### config.mk
export PLATFORM = sky130hd
export DESIGN_NAME = nearest_downscale_rgb565_to_rgb888_top
export DESIGN_NICKNAME = d
export VERILOG_FILES = /design/src/nds_pkg.sv /design/src/nds_cfg.sv /design/src/nds_scan.sv /design/src/nearest_downscale_rgb565_to_rgb888_top.sv
export SDC_FILE = /design/constraint.sdc
export NUM_CORES = 1
export LEC_CHECK = 0
export BUFFER_PORTS_ARGS = -buffer_cell sky130_fd_sc_hd__buf_2
export CAP_MARGIN = 20
export CELL_PAD_IN_SITES_DETAIL_PLACEMENT = 2
export CELL_PAD_IN_SITES_GLOBAL_PLACEMENT = 2
export CORE_MARGIN = 3
export CORE_UTILIZATION = 40
export CTS_CLUSTER_SIZE = 8
export DETAILED_ROUTE_END_ITERATION = 16
export GPL_TIMING_DRIVEN = 0
export MAX_ROUTING_LAYER = met4
export PLACE_DENSITY_LB_ADDON = 0.1
export RECOVER_POWER = 50
export SKIP_CTS_REPAIR_TIMING = 1
export SLEW_MARGIN = 20
export SYNTH_ARGS = -nofsm -noshare
export SYNTH_HDL_FRONTEND = slang
export SYNTH_SLANG_ARGS = --single-unit
### constraint.sdc
create_clock -name clk -period 9.85 [get_ports clk]
set_clock_uncertainty 0.2 [all_clocks]
set_input_delay 0.4925 -clock clk [delete_from_list [all_inputs] [get_ports clk]]
set_output_delay 0.4925 -clock clk [all_outputs]
set_load 0.01 [all_outputs]
### src/nds_pkg.sv
`timescale 1ns / 1ps
// ----------------------------------------------------------------------------
// nds_pkg: shared types and constants of the nearest-neighbor downscaler
// Field widths, 12.16 accumulator layout, register indexes and the structs
// passed between the configuration, scan and top-level modules.
// ----------------------------------------------------------------------------
package nds_pkg;

  // Field and state widths
  localparam int CFG_W    = 12;   // size registers
  localparam int CNT_W    = 11;   // source column / row counters
  localparam int ACC_W    = 28;   // 12.16 target accumulators, wrapping
  localparam int FRAC_W   = 16;   // fractional bits of the accumulators
  localparam int PIX_W    = 16;   // RGB565 word
  localparam int CHAN_W   = 8;    // expanded channel
  localparam int COORD_W  = 8;    // output coordinate fields
  localparam int CFG_IDX_W = 1;

  // Counters end the row / frame at this value, a row / frame never runs longer
  localparam logic [CNT_W-1:0] CNT_MAX = '1;

  // Reset sizes of the source image
  localparam logic [CFG_W-1:0] SRC_WIDTH_RST  = 12'd320;
  localparam logic [CFG_W-1:0] SRC_HEIGHT_RST = 12'd240;

  // Register indexes of the configuration port
  typedef enum logic [CFG_IDX_W-1:0] {
    REG_SRC_WIDTH  = 1'b0,
    REG_SRC_HEIGHT = 1'b1
  } cfg_reg_t;

  // Sizes and derived steps handed to the scan logic
  typedef struct packed {
    logic [CFG_W-1:0] src_width;
    logic [CFG_W-1:0] src_height;
    logic [ACC_W-1:0] xstep;
    logic [ACC_W-1:0] ystep;
  } step_cfg_t;

  // Pick decision for the word being processed
  typedef struct packed {
    logic               hit;
    logic [COORD_W-1:0] column;
    logic [COORD_W-1:0] row;
    logic               done;
  } scan_res_t;

  // Expanded RGB888 pixel
  typedef struct packed {
    logic [CHAN_W-1:0] red;
    logic [CHAN_W-1:0] green;
    logic [CHAN_W-1:0] blue;
  } rgb888_t;

  // Undo the camera byte swap, split RGB565 and widen by bit replication
  function automatic rgb888_t expand_rgb565(input logic [PIX_W-1:0] word);
    logic [PIX_W-1:0] pix;
    rgb888_t          res;
    pix       = {word[7:0], word[15:8]};
    res.red   = {pix[15:11], pix[15:13]};
    res.green = {pix[10:5], pix[10:9]};
    res.blue  = {pix[4:0], pix[4:2]};
    return res;
  endfunction

endpackage

### src/nds_cfg.sv
`timescale 1ns / 1ps
// ----------------------------------------------------------------------------
// nds_cfg: size registers and scaling steps
// Holds source width and height. On a write the step
// (size << 16) / OUT + 1 is formed by a constant reciprocal multiply and
// stored, so the scan logic sees a ready step in the next cycle.
// ----------------------------------------------------------------------------
module nds_cfg #(
  parameter int OUT_WIDTH  = 224,
  parameter int OUT_HEIGHT = 224
) (
  input  logic                           clk,
  input  logic                           rst_n,
  input  logic                           cfg_we,
  input  logic [nds_pkg::CFG_IDX_W-1:0]  cfg_index,
  input  logic [nds_pkg::CFG_W-1:0]      cfg_wdata,
  output nds_pkg::step_cfg_t             step_cfg
);
  import nds_pkg::*;

  // Exact floor division of a 28-bit dividend: m = ceil(2^(28+l) / d),
  // quotient = (N * m) >> (28 + l), with l = ceil(log2 d). The dividend is
  // size << 16, so the low 16 bits of the shift are folded away.
  localparam int XL      = $clog2(OUT_WIDTH);
  localparam int YL      = $clog2(OUT_HEIGHT);
  localparam int MUL_W   = ACC_W + 1;
  localparam int PROD_W  = CFG_W + MUL_W;
  localparam int XSHIFT  = ACC_W + XL - FRAC_W;
  localparam int YSHIFT  = ACC_W + YL - FRAC_W;
  localparam logic [63:0] XMUL_FULL =
    ((64'd1 << (ACC_W + XL)) + 64'(OUT_WIDTH) - 64'd1) / 64'(OUT_WIDTH);
  localparam logic [63:0] YMUL_FULL =
    ((64'd1 << (ACC_W + YL)) + 64'(OUT_HEIGHT) - 64'd1) / 64'(OUT_HEIGHT);
  localparam logic [MUL_W-1:0] XMUL = XMUL_FULL[MUL_W-1:0];
  localparam logic [MUL_W-1:0] YMUL = YMUL_FULL[MUL_W-1:0];

  // Steps for the reset sizes
  localparam logic [63:0] XSTEP_RST_FULL =
    ((64'(SRC_WIDTH_RST) << FRAC_W) / 64'(OUT_WIDTH)) + 64'd1;
  localparam logic [63:0] YSTEP_RST_FULL =
    ((64'(SRC_HEIGHT_RST) << FRAC_W) / 64'(OUT_HEIGHT)) + 64'd1;

  logic [CFG_W-1:0]  src_width_r,  src_width_nxt;
  logic [CFG_W-1:0]  src_height_r, src_height_nxt;
  logic [ACC_W-1:0]  xstep_r,      xstep_nxt;
  logic [ACC_W-1:0]  ystep_r,      ystep_nxt;
  logic [PROD_W-1:0] xprod, yprod;

  // Reciprocal products of the write data
  assign xprod = PROD_W'(cfg_wdata) * PROD_W'(XMUL);
  assign yprod = PROD_W'(cfg_wdata) * PROD_W'(YMUL);

  // Register write decode
  always_comb begin
    src_width_nxt  = src_width_r;
    src_height_nxt = src_height_r;
    xstep_nxt      = xstep_r;
    ystep_nxt      = ystep_r;
    if (cfg_we) begin
      unique case (cfg_reg_t'(cfg_index))
        REG_SRC_WIDTH: begin
          src_width_nxt = cfg_wdata;
          xstep_nxt     = ACC_W'(xprod >> XSHIFT) + ACC_W'(1);
        end
        REG_SRC_HEIGHT: begin
          src_height_nxt = cfg_wdata;
          ystep_nxt      = ACC_W'(yprod >> YSHIFT) + ACC_W'(1);
        end
        default: begin
          src_width_nxt = src_width_r;
        end
      endcase
    end
  end

  always_ff @(posedge clk) begin
    if (!rst_n) begin
      src_width_r  <= SRC_WIDTH_RST;
      src_height_r <= SRC_HEIGHT_RST;
      xstep_r      <= XSTEP_RST_FULL[ACC_W-1:0];
      ystep_r      <= YSTEP_RST_FULL[ACC_W-1:0];
    end else begin
      src_width_r  <= src_width_nxt;
      src_height_r <= src_height_nxt;
      xstep_r      <= xstep_nxt;
      ystep_r      <= ystep_nxt;
    end
  end

  assign step_cfg.src_width  = src_width_r;
  assign step_cfg.src_height = src_height_r;
  assign step_cfg.xstep      = xstep_r;
  assign step_cfg.ystep      = ystep_r;

endmodule

### src/nds_scan.sv
`timescale 1ns / 1ps
// ----------------------------------------------------------------------------
// nds_scan: raster position and nearest-neighbor pick
// Tracks source column/row, next output column/row and the 12.16 targets.
// Decides per word whether it is the pick for the next output position and
// advances the state when a word is processed.
// ----------------------------------------------------------------------------
module nds_scan #(
  parameter int OUT_WIDTH  = 224,
  parameter int OUT_HEIGHT = 224
) (
  input  logic               clk,
  input  logic               rst_n,
  input  logic               proc_en,
  input  logic               frame_start,
  input  nds_pkg::step_cfg_t step_cfg,
  output nds_pkg::scan_res_t scan_res
);
  import nds_pkg::*;

  localparam int OCOL_W = $clog2(OUT_WIDTH + 1);
  localparam int OROW_W = $clog2(OUT_HEIGHT + 1);
  localparam int INT_W  = ACC_W - FRAC_W;

  logic [CNT_W-1:0]  src_col_r, src_col_nxt;
  logic [CNT_W-1:0]  src_row_r, src_row_nxt;
  logic [OCOL_W-1:0] ocol_r,    ocol_nxt;
  logic [OROW_W-1:0] orow_r,    orow_nxt;
  logic [ACC_W-1:0]  cacc_r,    cacc_nxt;
  logic [ACC_W-1:0]  racc_r,    racc_nxt;

  // State as seen by this word (cleared at frame start)
  logic [CNT_W-1:0]  col_c, row_c;
  logic [OCOL_W-1:0] ocol_c;
  logic [OROW_W-1:0] orow_c;
  logic [ACC_W-1:0]  cacc_c, racc_c;
  logic              row_hit, col_hit, hit, row_end, frame_end;

  assign col_c  = frame_start ? '0 : src_col_r;
  assign row_c  = frame_start ? '0 : src_row_r;
  assign ocol_c = frame_start ? '0 : ocol_r;
  assign orow_c = frame_start ? '0 : orow_r;
  assign cacc_c = frame_start ? '0 : cacc_r;
  assign racc_c = frame_start ? '0 : racc_r;

  // Pick test: integer part of each target meets the source position, output not full
  assign row_hit = (racc_c[ACC_W-1:FRAC_W] == INT_W'(row_c)) &&
                   (orow_c < OROW_W'(OUT_HEIGHT));
  assign col_hit = (cacc_c[ACC_W-1:FRAC_W] == INT_W'(col_c)) &&
                   (ocol_c < OCOL_W'(OUT_WIDTH));
  assign hit     = row_hit && col_hit;

  // Row and frame boundaries
  assign row_end   = ((CFG_W'(col_c) + CFG_W'(1)) >= step_cfg.src_width) ||
                     (col_c == CNT_MAX);
  assign frame_end = ((CFG_W'(row_c) + CFG_W'(1)) >= step_cfg.src_height) ||
                     (row_c == CNT_MAX);

  // Next state
  always_comb begin
    src_col_nxt = col_c + CNT_W'(1);
    src_row_nxt = row_c;
    ocol_nxt    = hit ? ocol_c + OCOL_W'(1) : ocol_c;
    orow_nxt    = orow_c;
    cacc_nxt    = hit ? cacc_c + step_cfg.xstep : cacc_c;
    racc_nxt    = racc_c;
    if (row_end) begin
      src_col_nxt = '0;
      ocol_nxt    = '0;
      cacc_nxt    = '0;
      priority if (frame_end) begin
        src_row_nxt = '0;
        orow_nxt    = '0;
        racc_nxt    = '0;
      end else if (row_hit) begin
        src_row_nxt = row_c + CNT_W'(1);
        orow_nxt    = orow_c + OROW_W'(1);
        racc_nxt    = racc_c + step_cfg.ystep;
      end else begin
        src_row_nxt = row_c + CNT_W'(1);
      end
    end
  end

  always_ff @(posedge clk) begin
    if (!rst_n) begin
      src_col_r <= '0;
      src_row_r <= '0;
      ocol_r    <= '0;
      orow_r    <= '0;
      cacc_r    <= '0;
      racc_r    <= '0;
    end else if (proc_en) begin
      src_col_r <= src_col_nxt;
      src_row_r <= src_row_nxt;
      ocol_r    <= ocol_nxt;
      orow_r    <= orow_nxt;
      cacc_r    <= cacc_nxt;
      racc_r    <= racc_nxt;
    end
  end

  assign scan_res.hit    = hit;
  assign scan_res.column = COORD_W'(ocol_c);
  assign scan_res.row    = COORD_W'(orow_c);
  assign scan_res.done   = (ocol_c == OCOL_W'(OUT_WIDTH - 1)) &&
                           (orow_c == OROW_W'(OUT_HEIGHT - 1));

endmodule

### src/nearest_downscale_rgb565_to_rgb888_top.sv
`timescale 1ns / 1ps
// ----------------------------------------------------------------------------
// nearest_downscale_rgb565_to_rgb888_top: streaming nearest-neighbor scaler
// Source RGB565 words (byte swapped) enter in raster order on the in_ channel,
// in_frame_start marking the first word of a frame. Words picked for the
// OUT_WIDTH x OUT_HEIGHT output grid leave on the out_ channel as RGB888 with
// their output column/row; out_frame_done flags the last output pixel.
// Both channels use valid/stall; a word moves when valid is high and stall
// is low. One word is accepted per cycle while in_stall is low; a picked
// word passes the input register, then the result register, to the output.
// Words that are not picked produce nothing.
// The result register parts the two sides: while a result waits under
// out_stall, one more word is taken into the input register, after which
// in_stall rises until the result is taken.
// cfg_we/cfg_index/cfg_wdata write source width (index 0) and height
// (index 1); the new step is usable from the next cycle. Write only while
// the stream is idle.
// Synchronous reset restores 320 x 240, clears scan state and empties both
// registers.
// ----------------------------------------------------------------------------
module nearest_downscale_rgb565_to_rgb888_top #(
  parameter int OUT_WIDTH  = 224,
  parameter int OUT_HEIGHT = 224
) (
  input  logic                           clk,
  input  logic                           rst_n,
  // configuration
  input  logic                           cfg_we,
  input  logic [nds_pkg::CFG_IDX_W-1:0]  cfg_index,
  input  logic [nds_pkg::CFG_W-1:0]      cfg_wdata,
  // source words
  input  logic                           in_valid,
  output logic                           in_stall,
  input  logic [nds_pkg::PIX_W-1:0]      in_pixel_word,
  input  logic                           in_frame_start,
  // output pixels
  output logic                           out_valid,
  input  logic                           out_stall,
  output logic [nds_pkg::CHAN_W-1:0]     out_red,
  output logic [nds_pkg::CHAN_W-1:0]     out_green,
  output logic [nds_pkg::CHAN_W-1:0]     out_blue,
  output logic [nds_pkg::COORD_W-1:0]    out_column,
  output logic [nds_pkg::COORD_W-1:0]    out_row,
  output logic                           out_frame_done
);
  import nds_pkg::*;

  step_cfg_t         step_cfg;
  scan_res_t         scan_res;
  rgb888_t           rgb;

  logic              s1_valid_r;
  logic [PIX_W-1:0]  s1_pix_r;
  logic              s1_fs_r;
  logic              adv, proc_en, in_acc;

  logic              out_valid_r;
  rgb888_t           out_rgb_r;
  logic [COORD_W-1:0] out_col_r, out_row_r;
  logic              out_done_r;

  // Result register free or draining this cycle
  assign adv      = !out_valid_r || !out_stall;
  assign proc_en  = s1_valid_r && adv;
  assign in_stall = s1_valid_r && !adv;
  assign in_acc   = in_valid && !in_stall;

  nds_cfg #(
    .OUT_WIDTH (OUT_WIDTH),
    .OUT_HEIGHT(OUT_HEIGHT)
  ) u_cfg (
    .clk      (clk),
    .rst_n    (rst_n),
    .cfg_we   (cfg_we),
    .cfg_index(cfg_index),
    .cfg_wdata(cfg_wdata),
    .step_cfg (step_cfg)
  );

  nds_scan #(
    .OUT_WIDTH (OUT_WIDTH),
    .OUT_HEIGHT(OUT_HEIGHT)
  ) u_scan (
    .clk        (clk),
    .rst_n      (rst_n),
    .proc_en    (proc_en),
    .frame_start(s1_fs_r),
    .step_cfg   (step_cfg),
    .scan_res   (scan_res)
  );

  // Input register
  always_ff @(posedge clk) begin
    if (!rst_n) begin
      s1_valid_r <= 1'b0;
    end else if (!in_stall) begin
      s1_valid_r <= in_valid;
    end
  end

  always_ff @(posedge clk) begin
    if (in_acc) begin
      s1_pix_r <= in_pixel_word;
      s1_fs_r  <= in_frame_start;
    end
  end

  assign rgb = expand_rgb565(s1_pix_r);

  // Result register
  always_ff @(posedge clk) begin
    if (!rst_n) begin
      out_valid_r <= 1'b0;
    end else if (adv) begin
      out_valid_r <= proc_en && scan_res.hit;
    end
  end

  always_ff @(posedge clk) begin
    if (proc_en && scan_res.hit) begin
      out_rgb_r  <= rgb;
      out_col_r  <= scan_res.column;
      out_row_r  <= scan_res.row;
      out_done_r <= scan_res.done;
    end
  end

  assign out_valid      = out_valid_r;
  assign out_red        = out_rgb_r.red;
  assign out_green      = out_rgb_r.green;
  assign out_blue       = out_rgb_r.blue;
  assign out_column     = out_col_r;
  assign out_row        = out_row_r;
  assign out_frame_done = out_done_r;

endmodule

==> impl_results.md <==
- HP Class: input pin to register
- Worst r2r dst: u_scan.racc_r[27]$_SDFFE_PN0P_
- TritonCTS Sinks: 214
- Area of the core: 35700 um2
- Max Freq: 0.136 GHz
- Die width: 197 um
- Chip Height: 197 um
- Gr usage total: 29.4%
- Most frequent cells after synthesis: nand2_1 (173), dfxtp_1 (164), ha_1 (159)
- HPWL Detailed: 41900 um
- CTS Buf Count: 31
- Combinational fraction of design power: 38.9%
- Routability cong.: 0.895
- Worst-Skew Late Latency: 0.59 ns
- Worst reg2reg setup slack: 2.52 ns
- Peak VDD IR: 0.139 mV
- RSZ-0062 raised after global routing: false
- Hold EP: u_cfg.src_width_r[7]$_SDFFE_PN0P_
- Post-route ant nets: 0
- Failing checks: capacitance limit, slew limit
- Synth area leaders: dfxtp_1 (23%), ha_1 (14%), edfxtp_1 (10%)
- Syn Area/Cell: 8.63 um2
- Largest fanout on the critical path: 10
- Status: finished, violations left
- Area growth syn-to-layout: 13.6%
- Clock power share: 30.5%
- Drt total wl: 56900 um
- Main synth FF type: dfxtp_1
- Max-Cap Viols: 1
- Post-route DRC: 0
- TritonRoute pass-1 iters: 5
- Part of the cycle the worst path needs: 74.4%
- Critical Path AT: 7.66 ns
- Wire per inst: 24.9 um
- Layout cells sized above 1: 5.64%
- Mapped Cells: 1683
- Yosys top cell by area: dfxtp_1
- Worst R2R Start: s1_fs_r$_DFFE_PP_
- Final hold violations: 0
- Largest net degree at the start of global routing: 35
- Diodes inserted: 0
- Initial core utilization: 40.7%
- Hold path start: cfg_wdata[7]
- Sequential fraction of design power: 30.6%
- Post-Syn Nets: 1903
- IO Pins: 78
- Seq/Total Area, Yosys: 33.0%
- Distinct cells, synth: 78
- Mapped Area: 14500 um2
- Die ar.: 38600 um2
- EDFF count, synth: 50
- Drt initial violations: 741
- Startpoint types: register
- Max incr delay on CP: 0.73 ns
- Synth Register Bits: 214
- Routed vias/inst: 5.92
- Power density over the cells: 201 nW/um2
- Setup crit end kind: register
- Buf+Inv Stages, Crit Path: 5
- Most used cell, CP: clkbuf_1
- CP delay by family, top: buffers and inverters
- CP Data Required Time: 10.18 ns
- Clock transition at the registers of the reported paths: 0.07 ns
- Reg2Reg Depth: 21
- Async set-reset flop share out of synthesis: 0%
- Leak: 7.08 nW
- Total congestion overflow: 0
- Critical Path Slowest Stage Cell: a31oi_2
- Num rows: 69
- # H-tree levels: 1
- Hold_ws: 0.0573 ns
- Clock buffer depth: 3
- Post-synth top area share: 22.6%
- Max Slew Vio Count: 18
- Max_slew headroom: -6.61%
- First-pass GRT wire length: 86400 um
- Initial antenna violation count: 0
- Count leader, synth: nand2_1
- Switching part of the total: 40.1%
- Critical path class: register to register
- Worst-path cell chain: clkbuf_1 > clkbuf_1 > clkbuf_1 > clkbuf_1 > nor2b_1 > ha_1 > nand2_1 > nor3_1 > and4_1 > nand3_1 > xor2_1 > nor2_1 > ha_1 > a21oi_1 > nand2_1 > a21boi_1 > inv_1 > a31oi_2 > nand2_1 > nor3_1 > o221a_2
- Clk root buf: clkbuf_16
- Synth warn: 0
- DR vias: 13500
- Hold path depth: 3
- Tmin final: 7.33 ns
- Final setup fails: 0
- NetSw: 1.33 mW
- P_int: 1.98 mW
- PortBufs: 77
- TritonCTS clock tree: yes
- Worst slew pin tran: 1.60 ns
- Number of global-route vias before repair: 14600
- Post-layout nets: 2032
- TNS Setup: 0 ns
-- cell type report --
class	instances	area, um2
Fill cell	3983	19200
Multi-Input combinational cell	1285	9020
Clock inverter	2	27.5
Sequential cell	214	4780
Inverter	108	405
Clock buffer	44	835
Buffer	76	327
Tap cell	461	577
Timing Repair Buffer	96	520
-- sequential cells by signal (all words and copies together) (netlist names) --
name,flops
out_blue,5
out_column,8
out_frame_done,1
out_green,6
out_red,5
out_row,8
out_valid,1
s1_fs_r,1
s1_pix_r,16
s1_valid_r,1
u_cfg.src_height_r,12
u_cfg.src_width_r,12
u_cfg.xstep_r,22
u_cfg.ystep_r,22
u_scan.cacc_r,28
u_scan.ocol_r,8
u_scan.orow_r,8
u_scan.racc_r,28
u_scan.src_col_r,11
u_scan.src_row_r,11
-- power by group through the flow --
stage | logic (mW) | registers [mW] | clock network [mW]
after global placement | 1.22 | 1.02 | 0
after global routing | 1.43 | 1.02 | 1.06
final | 1.29 | 1.01 | 1.01
after CTS | 1.28 | 1.01 | 1.01
after detailed placement | 1.27 | 1.03 | 0
after floorplan | 0.854 | 1.01 | 0
-- cells by family (layout without fill, tap and decap cells) --
kind of cell,count (synthesis),count (layout),synth area share [%]
buffers and inverters,184,326,5.05
DFF,214,214,33.0
xor gates and xnor gates,95,95,5.78
AOI/OAI and AO/OA,414,414,18.5
muxes,13,13,0.922
adders and majority gates,185,185,17.3
and+or+nand+nor,578,578,19.5
-- routing by layer --
layer | track usage (%) | share of wire (%) | wire, um | vias to the layer above
li1 | - | - | - | 6216
met1 | 36.1 | 43 | 24500 | 6897
met2 | 50.7 | 50 | 28300 | 309
met3 | 3.56 | 3.7 | 2090 | 108
met4 | 9.14 | 3.3 | 1890 | 0
met5 | - | 0 | 0 | -
-- how the worst max path moves through the flow --
stage / start / to / cells past startpoint
after floorplan: cfg_wdata[9] / u_cfg.ystep_r[18]$_SDFFE_PN0P_ / 24
after global placement: cfg_wdata[9] / u_cfg.xstep_r[14]$_SDFFE_PN1P_ / 24
after detailed placement: cfg_wdata[9] / u_cfg.xstep_r[14]$_SDFFE_PN1P_ / 24
after CTS: s1_fs_r$_DFFE_PP_ / u_scan.racc_r[27]$_SDFFE_PN0P_ / 21
after global routing: s1_fs_r$_DFFE_PP_ / u_scan.racc_r[25]$_SDFFE_PN0P_ / 20
final: s1_fs_r$_DFFE_PP_ / u_scan.racc_r[27]$_SDFFE_PN0P_ / 21
-- cells in the final DEF (no fill, tap or decap), types with 38 or more instances in the layout --
cell / instances
inv_1: 108
o21ai_0: 53
clkbuf_1: 113
xor2_1: 41
a21oi_1: 139
nand2_1: 173
xnor2_1: 53
ha_1: 159
nor2b_1: 70
buf_2: 38
nor2_1: 133
nand3_1: 63
dfxtp_1: 164
edfxtp_1: 50
-- metrics by stage --
step                total power, mW  worst slack, ns  utilization, %  cell area, um2  cells
floorplan                      1.86             3.87               -           14500   1683
global route                   3.51             2.25            46.3           16500   2286
CTS                            3.30             2.98            45.9           16400   2268
finish                         3.31             2.52            46.3           16500   2286
detailed placement             2.29             2.46            43.5           15500   2222
global placement               2.24             2.50            43.4           15500   2221
-- worst min-delay path, delay by kind of cell --
kind	cells	cell delay, ns
buffers and inverters	1	0.16
AND/OR/NAND/NOR	1	0.07
AO/OA/AOI/OAI	1	0.05
No activity file was read; power rests on OpenSTA's default activity.
